### config.mk
export PLATFORM = sky130hd
export DESIGN_NAME = rle_rgb565_sprite_decoder
export DESIGN_NICKNAME = d
export VERILOG_FILES = /design/src/design/rlesd_pkg.sv /design/src/design/rlesd_datapath.sv /design/src/design/rlesd_ctrl.sv /design/src/design/rle_rgb565_sprite_decoder.sv
export SDC_FILE = /design/constraint.sdc
export NUM_CORES = 1
export LEC_CHECK = 0
export BUFFER_PORTS_ARGS = -buffer_cell sky130_fd_sc_hd__buf_4
export CAP_MARGIN = 25
export CORE_UTILIZATION = 45
export CTS_BUF_LIST = sky130_fd_sc_hd__clkbuf_8 sky130_fd_sc_hd__clkbuf_16
export CTS_CLUSTER_DIAMETER = 40
export CTS_CLUSTER_SIZE = 24
export DETAILED_ROUTE_END_ITERATION = 8
export PLACE_DENSITY = 0.58
export SETUP_SLACK_MARGIN = 0.15
export SYNTH_ARGS = -nofsm -noshare
export SYNTH_HDL_FRONTEND = slang
export SYNTH_HIERARCHICAL = 1
export SYNTH_SLANG_ARGS = --single-unit
### constraint.sdc
create_clock -name clock -period 24.2 [get_ports clock]
set_input_delay 2.42 -clock clock [delete_from_list [all_inputs] [get_ports clock]]
set_output_delay 2.42 -clock clock [all_outputs]
set_load 0.01 [all_outputs]
### src/design/rlesd_pkg.sv
// ----------------------------------------------------------------------------
// rlesd_pkg
// Shared types and constants of the run-length RGB565 sprite decoder.
// ----------------------------------------------------------------------------
package rlesd_pkg;

   localparam int unsigned MAX_WIDTH = 256;

   localparam int unsigned WORD_W  = 16;
   localparam int unsigned RUN_W   = 15;
   localparam int unsigned SKIP_BIT = 15;
   localparam logic [RUN_W-1:0] RUN_MASK = 15'h7FFF;

   localparam int unsigned CSR_IDX_W  = 3;
   localparam int unsigned CSR_DATA_W = 32;

   localparam logic [CSR_IDX_W-1:0] REG_ORIGIN_X    = 3'd0;
   localparam logic [CSR_IDX_W-1:0] REG_ORIGIN_Y    = 3'd1;
   localparam logic [CSR_IDX_W-1:0] REG_WIDTH       = 3'd2;
   localparam logic [CSR_IDX_W-1:0] REG_HEIGHT      = 3'd3;
   localparam logic [CSR_IDX_W-1:0] REG_MODE        = 3'd4;
   localparam logic [CSR_IDX_W-1:0] REG_MAP_MAIN    = 3'd5;
   localparam logic [CSR_IDX_W-1:0] REG_MAP_SHADOW  = 3'd6;
   localparam logic [CSR_IDX_W-1:0] REG_MAP_MARKING = 3'd7;

   localparam int unsigned RSP_DATA_W = 40;

   // restoring divide of the 16-bit raster index, one quotient bit a cycle
   localparam int unsigned DIV_STEPS = 16;
   localparam int unsigned DIV_CNT_W = 4;

   typedef struct packed {
      logic load;       // latch the accepted item
      logic div_start;  // load divider with the raster index
      logic div_step;   // one divider iteration
      logic div_last;   // final iteration: write column and row
      logic execute;    // apply the latched item to the state
   } cmd_type;

   typedef struct packed {
      logic need_div;   // latched item draws a pixel but position is stale
      logic produce;    // latched item draws a pixel
   } sts_type;

endpackage

### src/design/rlesd_datapath.sv
// ----------------------------------------------------------------------------
// rlesd_datapath
// Registers, position counters, divider and pixel formatting of the decoder.
// ----------------------------------------------------------------------------
module rlesd_datapath (
   input  logic                                clock,
   input  logic                                reset,
   input  rlesd_pkg::cmd_type                  cmd,
   output rlesd_pkg::sts_type                  sts,
   input  logic [rlesd_pkg::WORD_W-1:0]        word,
   input  logic                                last,
   input  logic                                csr_we,
   input  logic [rlesd_pkg::CSR_IDX_W-1:0]     csr_index,
   input  logic [rlesd_pkg::CSR_DATA_W-1:0]    csr_wdata,
   output logic [rlesd_pkg::RSP_DATA_W-1:0]    rsp_data
);

   // configuration
   logic signed [10:0] origin_x_ff, origin_y_ff;
   logic [8:0]         width_ff;
   logic [7:0]         height_ff;
   logic [1:0]         mode_ff;
   logic [31:0]        map_main_ff, map_shadow_ff, map_marking_ff;

   // latched item
   logic [rlesd_pkg::WORD_W-1:0] word_ff;
   logic                         last_ff;

   // decode state
   logic [rlesd_pkg::RUN_W-1:0] left_ff, left_in;
   logic [15:0]                 pix_ff, pix_in;
   logic [7:0]                  col_ff, col_in;
   logic [7:0]                  row_ff, row_in;
   logic                        dirty_ff, dirty_in;

   // divider
   logic [8:0]  rem_ff, rem_in;
   logic [15:0] quo_ff, quo_in;
   logic [9:0]  rem_ext;

   logic [8:0]  w_eff;
   logic [16:0] total;
   logic        active;
   logic [16:0] skip_sum;
   logic [8:0]  col_inc;
   logic [7:0]  col_out;
   logic [11:0] px, py;
   logic [15:0] color;
   logic [rlesd_pkg::RSP_DATA_W-1:0] rsp_data_ff;

   assign w_eff  = (width_ff > 9'(rlesd_pkg::MAX_WIDTH)) ? 9'(rlesd_pkg::MAX_WIDTH) : width_ff;
   assign total  = 17'(w_eff) * 17'(height_ff);
   assign active = {1'b0, pix_ff} < total;

   assign sts.produce  = active && (left_ff != '0);
   assign sts.need_div = active && (left_ff != '0) && dirty_ff;

   always_ff @(posedge clock) begin
      if (reset) begin
         origin_x_ff    <= '0;
         origin_y_ff    <= '0;
         width_ff       <= 9'd1;
         height_ff      <= 8'd1;
         mode_ff        <= '0;
         map_main_ff    <= '0;
         map_shadow_ff  <= '0;
         map_marking_ff <= '0;
      end else if (csr_we) begin
         case (csr_index)
            rlesd_pkg::REG_ORIGIN_X:    origin_x_ff    <= csr_wdata[10:0];
            rlesd_pkg::REG_ORIGIN_Y:    origin_y_ff    <= csr_wdata[10:0];
            rlesd_pkg::REG_WIDTH:       width_ff       <= csr_wdata[8:0];
            rlesd_pkg::REG_HEIGHT:      height_ff      <= csr_wdata[7:0];
            rlesd_pkg::REG_MODE:        mode_ff        <= csr_wdata[1:0];
            rlesd_pkg::REG_MAP_MAIN:    map_main_ff    <= csr_wdata;
            rlesd_pkg::REG_MAP_SHADOW:  map_shadow_ff  <= csr_wdata;
            rlesd_pkg::REG_MAP_MARKING: map_marking_ff <= csr_wdata;
            default: ;
         endcase
      end
   end

   always_ff @(posedge clock) begin
      if (cmd.load) begin
         word_ff <= word;
         last_ff <= last;
      end
   end

   // pixel formatting for the latched literal
   always_comb begin
      col_out = col_ff;
      if (mode_ff[0]) col_out = 8'(w_eff - 9'd1 - {1'b0, col_ff});
      px = 12'(origin_x_ff) + {4'd0, col_out};
      py = 12'(origin_y_ff) + {4'd0, row_ff};
      color = word_ff;
      if (mode_ff[1]) begin
         if (word_ff == map_main_ff[31:16])         color = map_main_ff[15:0];
         else if (word_ff == map_shadow_ff[31:16])  color = map_shadow_ff[15:0];
         else if (word_ff == map_marking_ff[31:16]) color = map_marking_ff[15:0];
      end
   end

   always_ff @(posedge clock) begin
      if (cmd.execute && sts.produce) rsp_data_ff <= {color, py, px};
   end
   assign rsp_data = rsp_data_ff;

   // state update
   assign rem_ext  = {rem_ff, quo_ff[15]};
   assign skip_sum = {1'b0, pix_ff} + 17'(word_ff[rlesd_pkg::RUN_W-1:0]);
   assign col_inc  = {1'b0, col_ff} + 9'd1;

   always_comb begin
      left_in  = left_ff;
      pix_in   = pix_ff;
      col_in   = col_ff;
      row_in   = row_ff;
      dirty_in = dirty_ff;
      rem_in   = rem_ff;
      quo_in   = quo_ff;

      if (cmd.div_start) begin
         rem_in = '0;
         quo_in = pix_ff;
      end
      if (cmd.div_step) begin
         if (rem_ext >= {1'b0, w_eff}) begin
            rem_in = 9'(rem_ext - {1'b0, w_eff});
            quo_in = {quo_ff[14:0], 1'b1};
         end else begin
            rem_in = rem_ext[8:0];
            quo_in = {quo_ff[14:0], 1'b0};
         end
         if (cmd.div_last) begin
            col_in   = rem_in[7:0];
            row_in   = quo_in[7:0];
            dirty_in = 1'b0;
         end
      end

      if (cmd.execute) begin
         if (active) begin
            if (left_ff == '0) begin
               if ((word_ff[rlesd_pkg::RUN_W-1:0] & rlesd_pkg::RUN_MASK) != '0) begin
                  if (word_ff[rlesd_pkg::SKIP_BIT]) begin
                     pix_in   = (skip_sum > total) ? total[15:0] : skip_sum[15:0];
                     dirty_in = 1'b1;
                  end else begin
                     left_in = word_ff[rlesd_pkg::RUN_W-1:0];
                  end
               end
            end else begin
               pix_in  = pix_ff + 16'd1;
               left_in = left_ff - 1'b1;
               if (col_inc == w_eff) begin
                  col_in = '0;
                  row_in = row_ff + 8'd1;
               end else begin
                  col_in = col_inc[7:0];
               end
            end
            if ({1'b0, pix_in} >= total) left_in = '0;
         end else begin
            left_in = '0;
         end
         if (last_ff) begin
            left_in  = '0;
            pix_in   = '0;
            col_in   = '0;
            row_in   = '0;
            dirty_in = 1'b0;
         end
      end

      // a new width invalidates the running column and row
      if (csr_we && csr_index == rlesd_pkg::REG_WIDTH) dirty_in = 1'b1;
   end

   always_ff @(posedge clock) begin
      if (reset) begin
         left_ff  <= '0;
         pix_ff   <= '0;
         col_ff   <= '0;
         row_ff   <= '0;
         dirty_ff <= 1'b0;
      end else begin
         left_ff  <= left_in;
         pix_ff   <= pix_in;
         col_ff   <= col_in;
         row_ff   <= row_in;
         dirty_ff <= dirty_in;
      end
   end

   always_ff @(posedge clock) begin
      rem_ff <= rem_in;
      quo_ff <= quo_in;
   end

endmodule

### src/design/rlesd_ctrl.sv
// ----------------------------------------------------------------------------
// rlesd_ctrl
// Sequencer of the decoder: accept, optional divide, execute, result hold.
// ----------------------------------------------------------------------------
module rlesd_ctrl (
   input  logic               clock,
   input  logic               reset,
   input  logic               req_tvalid,
   output logic               req_tready,
   output logic               rsp_tvalid,
   input  logic               rsp_tready,
   output rlesd_pkg::cmd_type cmd,
   input  rlesd_pkg::sts_type sts
);

   localparam logic [1:0] ST_IDLE = 2'd0;
   localparam logic [1:0] ST_EXEC = 2'd1;
   localparam logic [1:0] ST_DIV  = 2'd2;

   logic [1:0]                      state_ff, state_in;
   logic [rlesd_pkg::DIV_CNT_W-1:0] cnt_ff, cnt_in;
   logic                            rsp_valid_ff, rsp_valid_in;
   logic                            cnt_last;

   assign cnt_last   = cnt_ff == rlesd_pkg::DIV_CNT_W'(rlesd_pkg::DIV_STEPS - 1);
   assign req_tready = !reset && (state_ff == ST_IDLE) && (!rsp_valid_ff || rsp_tready);
   assign rsp_tvalid = rsp_valid_ff;

   always_comb begin
      state_in     = state_ff;
      cnt_in       = cnt_ff;
      cmd          = '0;
      rsp_valid_in = rsp_valid_ff && !rsp_tready;
      case (state_ff)
         ST_IDLE: begin
            if (req_tvalid && req_tready) begin
               cmd.load = 1'b1;
               state_in = ST_EXEC;
            end
         end
         ST_EXEC: begin
            if (sts.need_div) begin
               cmd.div_start = 1'b1;
               cnt_in        = '0;
               state_in      = ST_DIV;
            end else begin
               cmd.execute = 1'b1;
               if (sts.produce) rsp_valid_in = 1'b1;
               state_in = ST_IDLE;
            end
         end
         ST_DIV: begin
            cmd.div_step = 1'b1;
            cmd.div_last = cnt_last;
            cnt_in       = cnt_ff + 1'b1;
            if (cnt_last) state_in = ST_EXEC;
         end
         default: begin
            state_in = ST_IDLE;
         end
      endcase
   end

   always_ff @(posedge clock) begin
      if (reset) begin
         state_ff     <= ST_IDLE;
         cnt_ff       <= '0;
         rsp_valid_ff <= 1'b0;
      end else begin
         state_ff     <= state_in;
         cnt_ff       <= cnt_in;
         rsp_valid_ff <= rsp_valid_in;
      end
   end

   a_div_returns: assert property (@(posedge clock) disable iff (reset)
      (state_ff == ST_DIV && cnt_last) |=> state_ff == ST_EXEC)
      else $error("divider did not hand back to execute");

   a_rsp_from_exec: assert property (@(posedge clock) disable iff (reset)
      $rose(rsp_valid_ff) |-> $past(state_ff == ST_EXEC && sts.produce))
      else $error("result raised outside execute");

   a_no_accept_busy: assert property (@(posedge clock) disable iff (reset)
      (state_ff != ST_IDLE) |-> !req_tready)
      else $error("item accepted while busy");

   a_exec_slot_free: assert property (@(posedge clock) disable iff (reset)
      (cmd.execute && sts.produce) |-> !rsp_valid_ff)
      else $error("result overwritten before taken");

endmodule

### src/design/rle_rgb565_sprite_decoder.sv
// ----------------------------------------------------------------------------
// rle_rgb565_sprite_decoder
// Run-length RGB565 sprite decoder with transparent skips and colour keys.
// ----------------------------------------------------------------------------
// Usage:
//  - req_* carries coded words (run tokens or literal colours); tlast marks
//    the final word of a sprite, after which the decode state returns to zero.
//  - rsp_* carries one item per drawn pixel: screen x, screen y, colour.
//  - csr_* writes the eight registers (origin, size, mode, three key pairs);
//    the user must write them only while no item is in flight; the block does not enforce it.
// Timing:
//  - an item is latched on accept, then executed (after the divider if it runs);
//    no new item is taken meanwhile; a drawn pixel appears on rsp in the cycle after execute.
//  - the first literal after a skip token or a width write first runs the
//    restoring divider (raster index / width, one quotient bit a cycle):
//    one start plus 16 steps before that item executes.
//  - one result register: a new item is taken when it is empty or being
//    taken this cycle, so a stalled receiver holds the input after one
//    drawn pixel.
// Reset: synchronous; registers to defaults (width and height 1), state
// zero, no result pending; req_tready stays low while reset is high.
// ----------------------------------------------------------------------------
module rle_rgb565_sprite_decoder (
   input  logic                                clock,
   input  logic                                reset,
   input  logic                                req_tvalid,
   output logic                                req_tready,
   input  logic [rlesd_pkg::WORD_W-1:0]        req_tdata,   // data_word
   input  logic                                req_tlast,   // last_word
   output logic                                rsp_tvalid,
   input  logic                                rsp_tready,
   // pixel_x [11:0], pixel_y [23:12], pixel_color [39:24]
   output logic [rlesd_pkg::RSP_DATA_W-1:0]    rsp_tdata,
   input  logic                                csr_we,
   input  logic [rlesd_pkg::CSR_IDX_W-1:0]     csr_index,
   input  logic [rlesd_pkg::CSR_DATA_W-1:0]    csr_wdata
);

   rlesd_pkg::cmd_type cmd;
   rlesd_pkg::sts_type sts;

   rlesd_ctrl u_ctrl (
      .clock      (clock),
      .reset      (reset),
      .req_tvalid (req_tvalid),
      .req_tready (req_tready),
      .rsp_tvalid (rsp_tvalid),
      .rsp_tready (rsp_tready),
      .cmd        (cmd),
      .sts        (sts)
   );

   rlesd_datapath u_datapath (
      .clock     (clock),
      .reset     (reset),
      .cmd       (cmd),
      .sts       (sts),
      .word      (req_tdata),
      .last      (req_tlast),
      .csr_we    (csr_we),
      .csr_index (csr_index),
      .csr_wdata (csr_wdata),
      .rsp_data  (rsp_tdata)
   );

endmodule

==> flow_summary.yaml, run 1 <==
power:
  leakagePower_nw: 9.02
  peakVddDrop_v: 0.0000748
  p_per_area_nw_per_um2: 97.8
  p_total_mw: 2.10
route:
  vias: 15944
  routedWlPerCell_um: 19.1
  drc_errors: 0
  antenna_left: 0
  wl_um: 54300
  drtIter0Drc: 1089
  avgViaCountPerCell: 5.62
  dr.pass1.iters: 5
min_path:
  hold_path.class: "reg2reg"
  holdPathStages: 2
floorplan:
  start_util: 0.457
  fp-row-count: 74
  coreArea_um2: 40800
  die_width_um: 206
  io_pins: 99
  dieHeight_um: 206
  dieArea_um2: 42300
sta:
  timing.final.crit_share: 0.482
  max_freq_ghz: 0.0857
  worstMarginPinSlew_ns: 0.974
  relSlewSlack: 0.351
  slew_violations: 0
  finClkSkew_ns: 0.0337
  rsz0062_at_grt: "false"
  setup_tns_ns: 0
  hold_slack_ns: 0.452
  hold_viol: 0
  fin_crit_ns: 11.67
  finalWorstSetupSlack_ns: 12.53
  setup_violations: 0
logic_synthesis:
  ys_types: 92
  ys_ff_latch: 274
  syn-cell-area_um2: 18700
  synth_area_per_cell_um2: 8.41
  synth_top_cell_area_share: 0.206
  synth_compound_area_frac: 0.171
  synth_cells: 2220
  synth_area_leaders: "dfxtp_1 (21%), edfxtp_1 (13%), ha_1 (8.6%)"
  synth_xor_area_frac: 0.0577
  ys.flop_type: "dfxtp_1"
  yosys_warnings: 6
  synth_nets: 2452
  ys_seq_area_frac: 0.338
  synth_adder_area_share: 0.138
  synthMuxAreaShare: 0.0411
  synth_simple_gate_area_share: 0.201
  synth_top_family_by_area: "simple AND/OR/NAND/NOR gates"
  synth_edf_count: 82
  async_reset_ff_frac: 0
  yosys.area.top_type: "dfxtp_1"
clocking:
  cts_hold_buf: 0
  tritoncts: "built"
  clk_latency_ns: 0.60
  numClockSinks: 274
  cts-buffers-inserted: 49
  clock_path_buffers: 3
  cts_setup_buffers: 0
  clock-root-buffer: "clkbuf_16"
  clk_pin_slew_worst_paths_ns: 0.06
  cts.htree.levels: 2
  ctsResizeCount: 0
grt:
  grt_pass1_vias: 15655
  track_usage: 0.260
  grt_pass1_wl_um: 85600
  antenna_found_initial: 0
  grt_max_degree: 83
  gr-total-overflow: 0
placement:
  pre_cts_ws_ns: 12.74
  hpwl_um: 38600
  io_buffers: 98
  place_congestion: 0.887
  dp.cells: 2742
worst_setup_path:
  crit_path_end_kind: "flip-flop"
  critPathBufInv: 4
  crit_path_start_kind: "flip-flop"
  worstSetupPathType: "reg2reg"
  crit_family: "compound AO/OA/AOI/OAI gates"
  crit_path_max_fanout: 21
  worstPathRequired_ns: 24.69
  arrival_ns: 12.16
  worst-r2r-cell-count: 38
  critical-path-max-stage-delay_ns: 0.71
  crit_slowest_cell: "nor2b_1"
  path_depth: 38
run:
  cap_violations: 0
status:
  run_status: "finished, final reports clean"
final_layout:
  nNetsFinal: 2495
  drive_gt1_frac: 0.114
  area_delta_synth_final_pct: 15.4
  final_cells: 2837
-- layout by cell type, fill, tap and decap left out, types with 5 or more instances in the layout --
cell type,n
fa_1,47
or3_1,8
o21ai_0,74
a22oi_1,22
and2_1,68
o211ai_1,12
nand2b_1,19
dfxtp_1,192
edfxtp_1,82
nand3b_1,8
nand3_1,55
a211oi_1,17
nor2_1,94
o22a_1,5
clkbuf_16,52
a21oi_1,231
nand2_1,401
o21bai_1,12
xnor2_1,70
clkbuf_8,6
o31ai_1,7
inv_1,129
and3_1,15
a21o_1,30
mux2_2,21
o21a_1,10
xor2_1,53
mux2i_1,53
a31oi_1,12
o22ai_1,6
o21ai_1,23
nor2b_1,29
clkinv_2,5
buf_4,118
nor4_1,15
a32oi_1,5
nand4_1,27
nor3_1,23
clkinv_4,7
ha_1,128
-- worst min-delay path, cell delays in order, from the launching register on --
cell     delay, ns
dfxtp_1       0.31
nand2_1       0.05
a21oi_1       0.05
-- area by class of cell --
type	instances	area [um2]
multi-input combinational	1691	11400
fill	3844	19300
sequential	274	6310
clock buffer	58	1380
clock inverter	34	340
inverter	125	469
timing repair buffer	122	943
antenna	1	2.50
tap	532	666
-- power by group --
group          internal, mW  total (mW)  switching [mW]
Combinational         0.307       0.850           0.543
Clock                 0.445       0.702           0.257
Sequential            0.513       0.552          0.0396
Total                  1.26        2.10           0.840
-- per-layer routing --
layer  wire (um)  global-route usage
met4        1670              0.0910
met3        2790              0.0437
met2       25800               0.436
met1       24000               0.336
met5           0                   0
-- cell families after synthesis --
logic type / Yosys count
buf+inv: 255
simple gates: 799
flops: 274
fa+ha+maj: 179
compound gates: 516
mux: 74
xor+xnor: 123
-- flip-flops by register name, summed over array words and instances (netlist names), 4 cells and up --
| name | cells |
|---|---|
| u_datapath/map_shadow_ff | 32 |
| u_ctrl/cnt_ff | 4 |
| u_datapath/origin_x_ff | 11 |
| u_datapath/width_ff | 9 |
| u_datapath/height_ff | 8 |
| u_datapath/rsp_data | 40 |
| u_datapath/col_ff | 8 |
| u_datapath/pix_ff | 16 |
| u_datapath/left_ff | 15 |
| u_datapath/quo_ff | 16 |
| u_datapath/map_main_ff | 32 |
| u_datapath/row_ff | 8 |
| u_datapath/origin_y_ff | 11 |
| u_datapath/map_marking_ff | 32 |
| u_datapath/rem_ff | 9 |
| u_datapath/word_ff | 16 |
-- path summary, 6_finish.rpt --
check	from	to	slack [ns]
max	u_datapath/width_ff[8]$_SDFFE_PP0P_	u_datapath/left_ff[3]$_SDFFE_PP0P_	12.53
min	u_datapath/map_main_ff[5]$_SDFFE_PP0P_	u_datapath/map_main_ff[5]$_SDFFE_PP0P_	0.45
max reg2reg	u_datapath/width_ff[8]$_SDFFE_PP0P_	u_datapath/left_ff[3]$_SDFFE_PP0P_	12.53
min reg2reg	u_datapath/map_main_ff[5]$_SDFFE_PP0P_	u_datapath/map_main_ff[5]$_SDFFE_PP0P_	0.45
-- stage by stage --
step	utilization	instance area [um2]
2_1_floorplan	-	18700
3_3_place_gp	0.483	19700
3_5_place_dp	0.484	19800
4_1_cts	0.527	21500
5_1_grt	0.527	21500
6_report	0.527	21500
-- cell usage after synthesis, drive strengths merged (6+ instances only) --
master / n
o31ai: 7
o22ai: 6
a21o: 30
edfxtp: 82
nand2: 402
nor3: 25
nand3b: 8
inv: 124
a31oi: 12
nand4: 27
ha: 128
and2: 68
xor2: 53
nand2b: 19
nand3: 57
o21bai: 13
nor2b: 29
o21a: 10
xnor2: 70
clkbuf: 110
dfxtp: 192
buf: 20
o211ai: 13
o21ai: 97
a21oi: 233
a211oi: 19
a22oi: 22
and3: 15
nor2: 99
fa: 47
mux2i: 53
mux2: 21
nor4: 18
or3: 8
Note: power is estimated with default switching activity, not from simulation.
==> inputs of run 2 (changes only) <==
--- a/config.mk
+++ b/config.mk
@@ -5,6 +5,7 @@
 export SDC_FILE = /design/constraint.sdc
 export NUM_CORES = 1
 export LEC_CHECK = 0
+export ABC_AREA = 1
 export BUFFER_PORTS_ARGS = -buffer_cell sky130_fd_sc_hd__buf_4
 export CAP_MARGIN = 25
 export CORE_UTILIZATION = 45
==> constraint.sdc (replaced) <==
create_clock -name clock -period 11.8 [get_ports clock]
set_input_delay 1.18 -clock clock [delete_from_list [all_inputs] [get_ports clock]]
set_output_delay 1.18 -clock clock [all_outputs]
set_load 0.01 [all_outputs]
==> run 2 against run 1 <==
Net effect:
- total power is 59% higher
- global-route usage increased by 1.2 points
- register-to-register slack worse by 11 ns
- hold slack gained 0.019 ns
- critical path depth rose by 12
- clock power grew 120%
- clock skew fell by 0.0023 ns
- critical endpoint is now u_datapath/left_ff[10]$_SDFFE_PP0P_
==> flow_summary.yaml, run 2 <==
worst_setup_path:
  endpoint: "u_datapath/left_ff[10]$_SDFFE_PP0P_"
  worstPathRequired_ns: 12.29
  r2r_slack_ns: 2.01
  r2r_end: "u_datapath/left_ff[10]$_SDFFE_PP0P_"
  crit_slowest_cell: "fa_1"
  worstSetupPathType: "reg2reg"
  worst-r2r-cell-count: 50
  crit_top_cell: "nand2_1"
  crit_path_end_kind: "flip-flop"
  rr_startpoint: "u_datapath/width_ff[5]$_SDFFE_PP0P_"
  arrival_ns: 10.29
  startpoint: "u_datapath/width_ff[5]$_SDFFE_PP0P_"
  crit_path_max_fanout: 30
  crit_path_start_kind: "flip-flop"
  critical-path-max-stage-delay_ns: 0.54
final_layout:
  area_delta_synth_final_pct: 16.7
  final_cells: 3104
  drive_gt1_frac: 0.100
  antennaDiodeCount: 0
  nNetsFinal: 2770
  fillers: 3879
  final_area_um2: 21400
  multiInputGateArea_um2: 10600
  final_common_cell: "nor2_1"
  final_cell_mix: "nor2_1 (416), nand2_1 (385), inv_1 (262)"
  regArea_um2: 6310
  largest_reg_flops: 40
  finish.utilization: 0.535
logic_synthesis:
  yosys.area.top_type: "dfxtp_1"
  synth_edf_count: 82
  synth_nets: 2696
  ys_seq_area_frac: 0.344
  ys.flop_type: "dfxtp_1"
  ys_ff_latch: 274
  synth_cells: 2464
  synth_top_cell_area_share: 0.210
  yosys_warnings: 6
  ys_types: 53
  yosys-top-cells-count: "nor2_1 (417), nand2_1 (385), inv_1 (260)"
  synth.most_common_cell: "nor2_1"
  synth_area_leaders: "dfxtp_1 (21%), edfxtp_1 (13%), ha_1 (8.7%)"
  synth_area_per_cell_um2: 7.44
  async_reset_ff_frac: 0
  syn-cell-area_um2: 18300
placement:
  dpl_cell_area_um2: 19500
  place_congestion: 0.952
  hpwl_um: 41100
  dp.cells: 3011
  io_buffers: 98
clocking:
  cts_setup_buffers: 0
  numClockSinks: 274
  ctsResizeCount: 0
  cts_hold_buf: 0
  clk_latency_ns: 0.61
  clk_pin_slew_worst_paths_ns: 0.06
  cts-buffers-inserted: 49
  tritoncts: "built"
  clock_path_buffers: 3
  clock-root-buffer: "clkbuf_16"
  cts.htree.levels: 2
route:
  drtIter0Drc: 1367
  dr.pass1.iters: 6
  drc_errors: 0
  routedWlPerCell_um: 18.0
  wl_um: 55900
  avgViaCountPerCell: 5.52
  antenna_left: 0
  vias: 17119
floorplan:
  io_pins: 99
  dieArea_um2: 41600
  die_width_um: 204
  coreArea_um2: 40000
  start_util: 0.459
  dieHeight_um: 204
  fp-row-count: 73
sta:
  slew_violations: 0
  worstMarginPinSlew_ns: 0.887
  timing.final.crit_share: 0.830
  fin_crit_ns: 9.79
  setup_violations: 0
  hold_viol: 0
  rsz0062_at_grt: "false"
  finClkSkew_ns: 0.0314
  relSlewSlack: 0.408
  setup_tns_ns: 0
  max_freq_ghz: 0.102
power:
  leakagePower_nw: 9.72
  peakVddDrop_v: 0.000120
  p_per_area_nw_per_um2: 156
  p_total_mw: 3.34
grt:
  track_usage: 0.273
  gr-total-overflow: 0
  grt_pass1_wl_um: 88700
  grt_max_degree: 85
  grt_pass1_vias: 16568
  antenna_found_initial: 0
min_path:
  hold_path.class: "reg2reg"
status:
  run_status: "finished, final reports clean"
run:
  cap_violations: 0
-- run 2: cell count changes after synthesis, moves of 51 or more --
cell     before  now
and2_1       68    2
a21oi_1     231  180
nor2_1       98  417
o21ai_0      74  247
inv_1       123  260
mux2i_1      53    0
-- run 2: worst min-delay path by stage --
stage                     cells past startpoint                                  startpoint                                         end
final                                         2   u_datapath/map_shadow_ff[29]$_SDFFE_PP0P_   u_datapath/map_shadow_ff[29]$_SDFFE_PP0P_
after global routing                          2   u_datapath/map_shadow_ff[29]$_SDFFE_PP0P_   u_datapath/map_shadow_ff[29]$_SDFFE_PP0P_
after CTS                                     2   u_datapath/map_shadow_ff[29]$_SDFFE_PP0P_   u_datapath/map_shadow_ff[29]$_SDFFE_PP0P_
after detailed placement                      2   u_datapath/map_shadow_ff[29]$_SDFFE_PP0P_   u_datapath/map_shadow_ff[29]$_SDFFE_PP0P_
after global placement                        2   u_datapath/map_shadow_ff[29]$_SDFFE_PP0P_   u_datapath/map_shadow_ff[29]$_SDFFE_PP0P_
after floorplan                               2  u_datapath/map_marking_ff[19]$_SDFFE_PP0P_  u_datapath/map_marking_ff[19]$_SDFFE_PP0P_
-- run 2: cells by family (layout without fill, tap and decap cells) --
logic type      after synthesis  in the layout  share of synthesized area
compound gates              532            532                      0.159
simple gates               1000           1000                      0.228
flops                       274            274                      0.344
xor+xnor                    114            114                     0.0544
buf+inv                     369            484                     0.0767
fa+ha+maj                   175            175                      0.139
-- run 2: through the flow --
step | hold WS, ns | setup WS, ns
global placement | 0.453 | 2.40
finish | 0.471 | 2.01
global route | 0.509 | 1.03
detailed placement | 0.463 | 2.18
floorplan | 0.444 | 3.87
CTS | 0.470 | 2.14
-- run 2: worst max-delay path, delay by kind of cell, from the launching register on --
| kind | cells | cell delay (ns) |
|---|---|---|
| AOI/OAI and AO/OA | 13 | 2.01 |
| DFF | 1 | 0.30 |
| adders and majority gates | 7 | 2.93 |
| xor gates and xnor gates | 1 | 0.54 |
| and+or+nand+nor | 23 | 2.85 |
| buffers and inverters | 6 | 1.03 |
-- run 2: power breakdown --
| part | internal [mW] | switching, mW | leakage [nW] | total [mW] |
|---|---|---|---|---|
| clock | 0.953 | 0.580 | 0.900 | 1.53 |
| combinational | 0.253 | 0.483 | 6.50 | 0.736 |
| sequential | 1.03 | 0.0445 | 2.32 | 1.07 |
| total | 2.23 | 1.11 | 9.72 | 3.34 |
-- run 2: layout make-up --
| type | count | share of cell area |
|---|---|---|
| Multi-Input combinational cell | 1821 | 0.497 |
| Sequential cell | 274 | 0.295 |
| Clock buffer | 54 | 0.0616 |
| Inverter | 276 | 0.0485 |
| Timing Repair Buffer | 116 | 0.0429 |
| Tap cell | 525 | 0.0307 |
| Clock inverter | 38 | 0.0244 |
-- run 2: metal layers --
metal  track usage  part of all wire  vias up
li1              -                 -     8312
met1         0.367              0.45     8094
met2         0.440              0.46      601
met3        0.0432             0.065      112
met4        0.0980             0.031        0
met5             0                 0        -
==> inputs of run 3 (changes only) <==
--- a/config.mk
+++ b/config.mk
@@ -5,7 +5,7 @@
 export SDC_FILE = /design/constraint.sdc
 export NUM_CORES = 1
 export LEC_CHECK = 0
-export ABC_AREA = 1
+export ABC_AREA = 0
 export BUFFER_PORTS_ARGS = -buffer_cell sky130_fd_sc_hd__buf_4
 export CAP_MARGIN = 25
 export CORE_UTILIZATION = 45
==> constraint.sdc (replaced) <==
create_clock -name clock -period 9.35 [get_ports clock]
set_input_delay 0.935 -clock clock [delete_from_list [all_inputs] [get_ports clock]]
set_output_delay 0.935 -clock clock [all_outputs]
set_load 0.01 [all_outputs]
==> run 3 against run 2 <==
Net effect:
- setup slack worse by 1.4 ns
- core utilization up 1.4 points
- clock-buffer cell count down 2
- die area up 1.7%
- sequential share of layout area down 1.3 points
- global-route usage down 0.79 points
- via count down 4.3%
- non-clock buffer count up 80
==> flow_summary.yaml, run 3 (synthesis results as in run 1) <==
status:
  run_status: "finished, final reports clean"
sta:
  timing.final.crit_share: 0.940
  finClkSkew_ns: 0.0131
  hold_slack_ns: 0.452
  relSlewSlack: 0.357
  worstMarginPinSlew_ns: 0.962
  fin_crit_ns: 8.79
  setup_violations: 0
  hold_viol: 0
  setup_tns_ns: 0
  slew_violations: 0
  rsz0062_at_grt: "false"
  max_freq_ghz: 0.114
final_layout:
  area_delta_synth_final_pct: 20.2
  regArea_um2: 6310
  nNetsFinal: 2568
  finish.utilization: 0.549
  antennaDiodeCount: 0
  multiInputGateArea_um2: 11700
  final_cell_mix: "nand2_1 (399), a21oi_1 (228), dfxtp_1 (191)"
  drive_gt1_frac: 0.160
  final_area_um2: 22400
  final_cells: 2907
  fillers: 3747
  final_common_cell: "nand2_1"
  largest_reg_flops: 40
power:
  clkPwrFrac: 0.311
  p_sw_mw: 2.31
  p_per_area_nw_per_um2: 265
  share_seq_of_total_power: 0.239
  leakagePower_nw: 9.43
  swShare: 0.389
  peakVddDrop_v: 0.000226
  combinationalPowerShare: 0.449
  p_int_mw: 3.63
floorplan:
  io_pins: 99
  dieHeight_um: 206
  start_util: 0.457
  dieArea_um2: 42300
  coreArea_um2: 40800
  fp-row-count: 74
  die_width_um: 206
grt:
  grt_pass1_wl_um: 87000
  grt_max_degree: 84
  gr-total-overflow: 0
  grt_pass1_vias: 15729
  track_usage: 0.265
  antenna_found_initial: 0
worst_setup_path:
  critical-path-max-stage-delay_ns: 0.59
  crit_slowest_cell: "fa_1"
  worstSetupPathType: "reg2reg"
  crit_path_start_kind: "flip-flop"
  crit_path_end_kind: "flip-flop"
  crit_path_max_fanout: 6
  arrival_ns: 9.30
  worstPathRequired_ns: 9.85
min_path:
  hold_path.class: "reg2reg"
clocking:
  clock-root-buffer: "clkbuf_16"
  cts_hold_buf: 0
  cts-buffers-inserted: 48
  cts.htree.levels: 2
  clk_latency_ns: 0.58
  clock_path_buffers: 3
  tritoncts: "built"
  numClockSinks: 274
  clk_pin_slew_worst_paths_ns: 0.05
route:
  drtIter0Drc: 987
  vias: 16388
  avgViaCountPerCell: 5.64
  wl_um: 56000
  dr.pass1.iters: 5
  routedWlPerCell_um: 19.2
  antenna_left: 0
  drc_errors: 0
run:
  cap_violations: 0
placement:
  place_congestion: 0.927
  io_buffers: 98
  dp.cells: 2801
  hpwl_um: 39900
  dpl_cell_area_um2: 20200
## run 3: layer usage
layer | track usage | share of wire | vias up
met1 | 0.353 | 0.45 | 7915
met2 | 0.445 | 0.48 | 434
li1 | - | - | 7943
met5 | 0 | 0 | -
met4 | 0.0794 | 0.024 | 0
met3 | 0.0326 | 0.048 | 96
## run 3: final cells by class
class / instances / share of cell area
clock inverter: 37 / 0.0193
clock buffer: 52 / 0.0565
timing repair buffer: 196 / 0.0685
inverter: 125 / 0.0209
multi-input combinational: 1691 / 0.524
sequential: 274 / 0.281
tap: 532 / 0.0297
## run 3: timing repair
action,in CTS,in global routing
gates resized for setup,13,61
pin swaps,8,38
setup buffers,4,9
hold endpoints to repair,0,0
endpoints found under the setup margin,15,15
gates cloned,1,0
## run 3: power groups by stage
stage,logic (mW),registers [mW],clock network (mW)
2_1_floorplan,1.61,1.41,0
3_3_place_gp,2.35,1.44,0
3_5_place_dp,2.38,1.45,0
4_1_cts,2.53,1.42,1.88
5_1_grt,2.90,1.43,1.93
6_report,2.67,1.42,1.85
## run 3: worst paths after layout
path	slack, ns	end	startpoint	depth (start not counted)
worst max-delay path	0.56	u_datapath/left_ff[2]$_SDFFE_PP0P_	u_datapath/width_ff[8]$_SDFFE_PP0P_	41
worst max register to register	0.56	u_datapath/left_ff[2]$_SDFFE_PP0P_	u_datapath/width_ff[8]$_SDFFE_PP0P_	41
worst min register to register	0.45	u_datapath/map_shadow_ff[11]$_SDFFE_PP0P_	u_datapath/map_shadow_ff[11]$_SDFFE_PP0P_	2
worst min-delay path	0.45	u_datapath/map_shadow_ff[11]$_SDFFE_PP0P_	u_datapath/map_shadow_ff[11]$_SDFFE_PP0P_	2
## run 3: critical path, delay by kind of cell, from the launching register on
kind            cells  cell delay (ns)
fa+ha+maj           7             2.92
compound gates     14             2.77
mux                 1             0.15
flops               1             0.38
buf+inv             9             1.07
simple gates       10             1.44
## run 3: per-stage QoR
stage / total power [mW] / setup slack (ns)
floorplan: 3.03 / 0.192
global placement: 3.80 / 0.00416
detailed placement: 3.82 / -0.255
CTS: 5.83 / 0.155
global route: 6.26 / 0.137
finish: 5.94 / 0.559
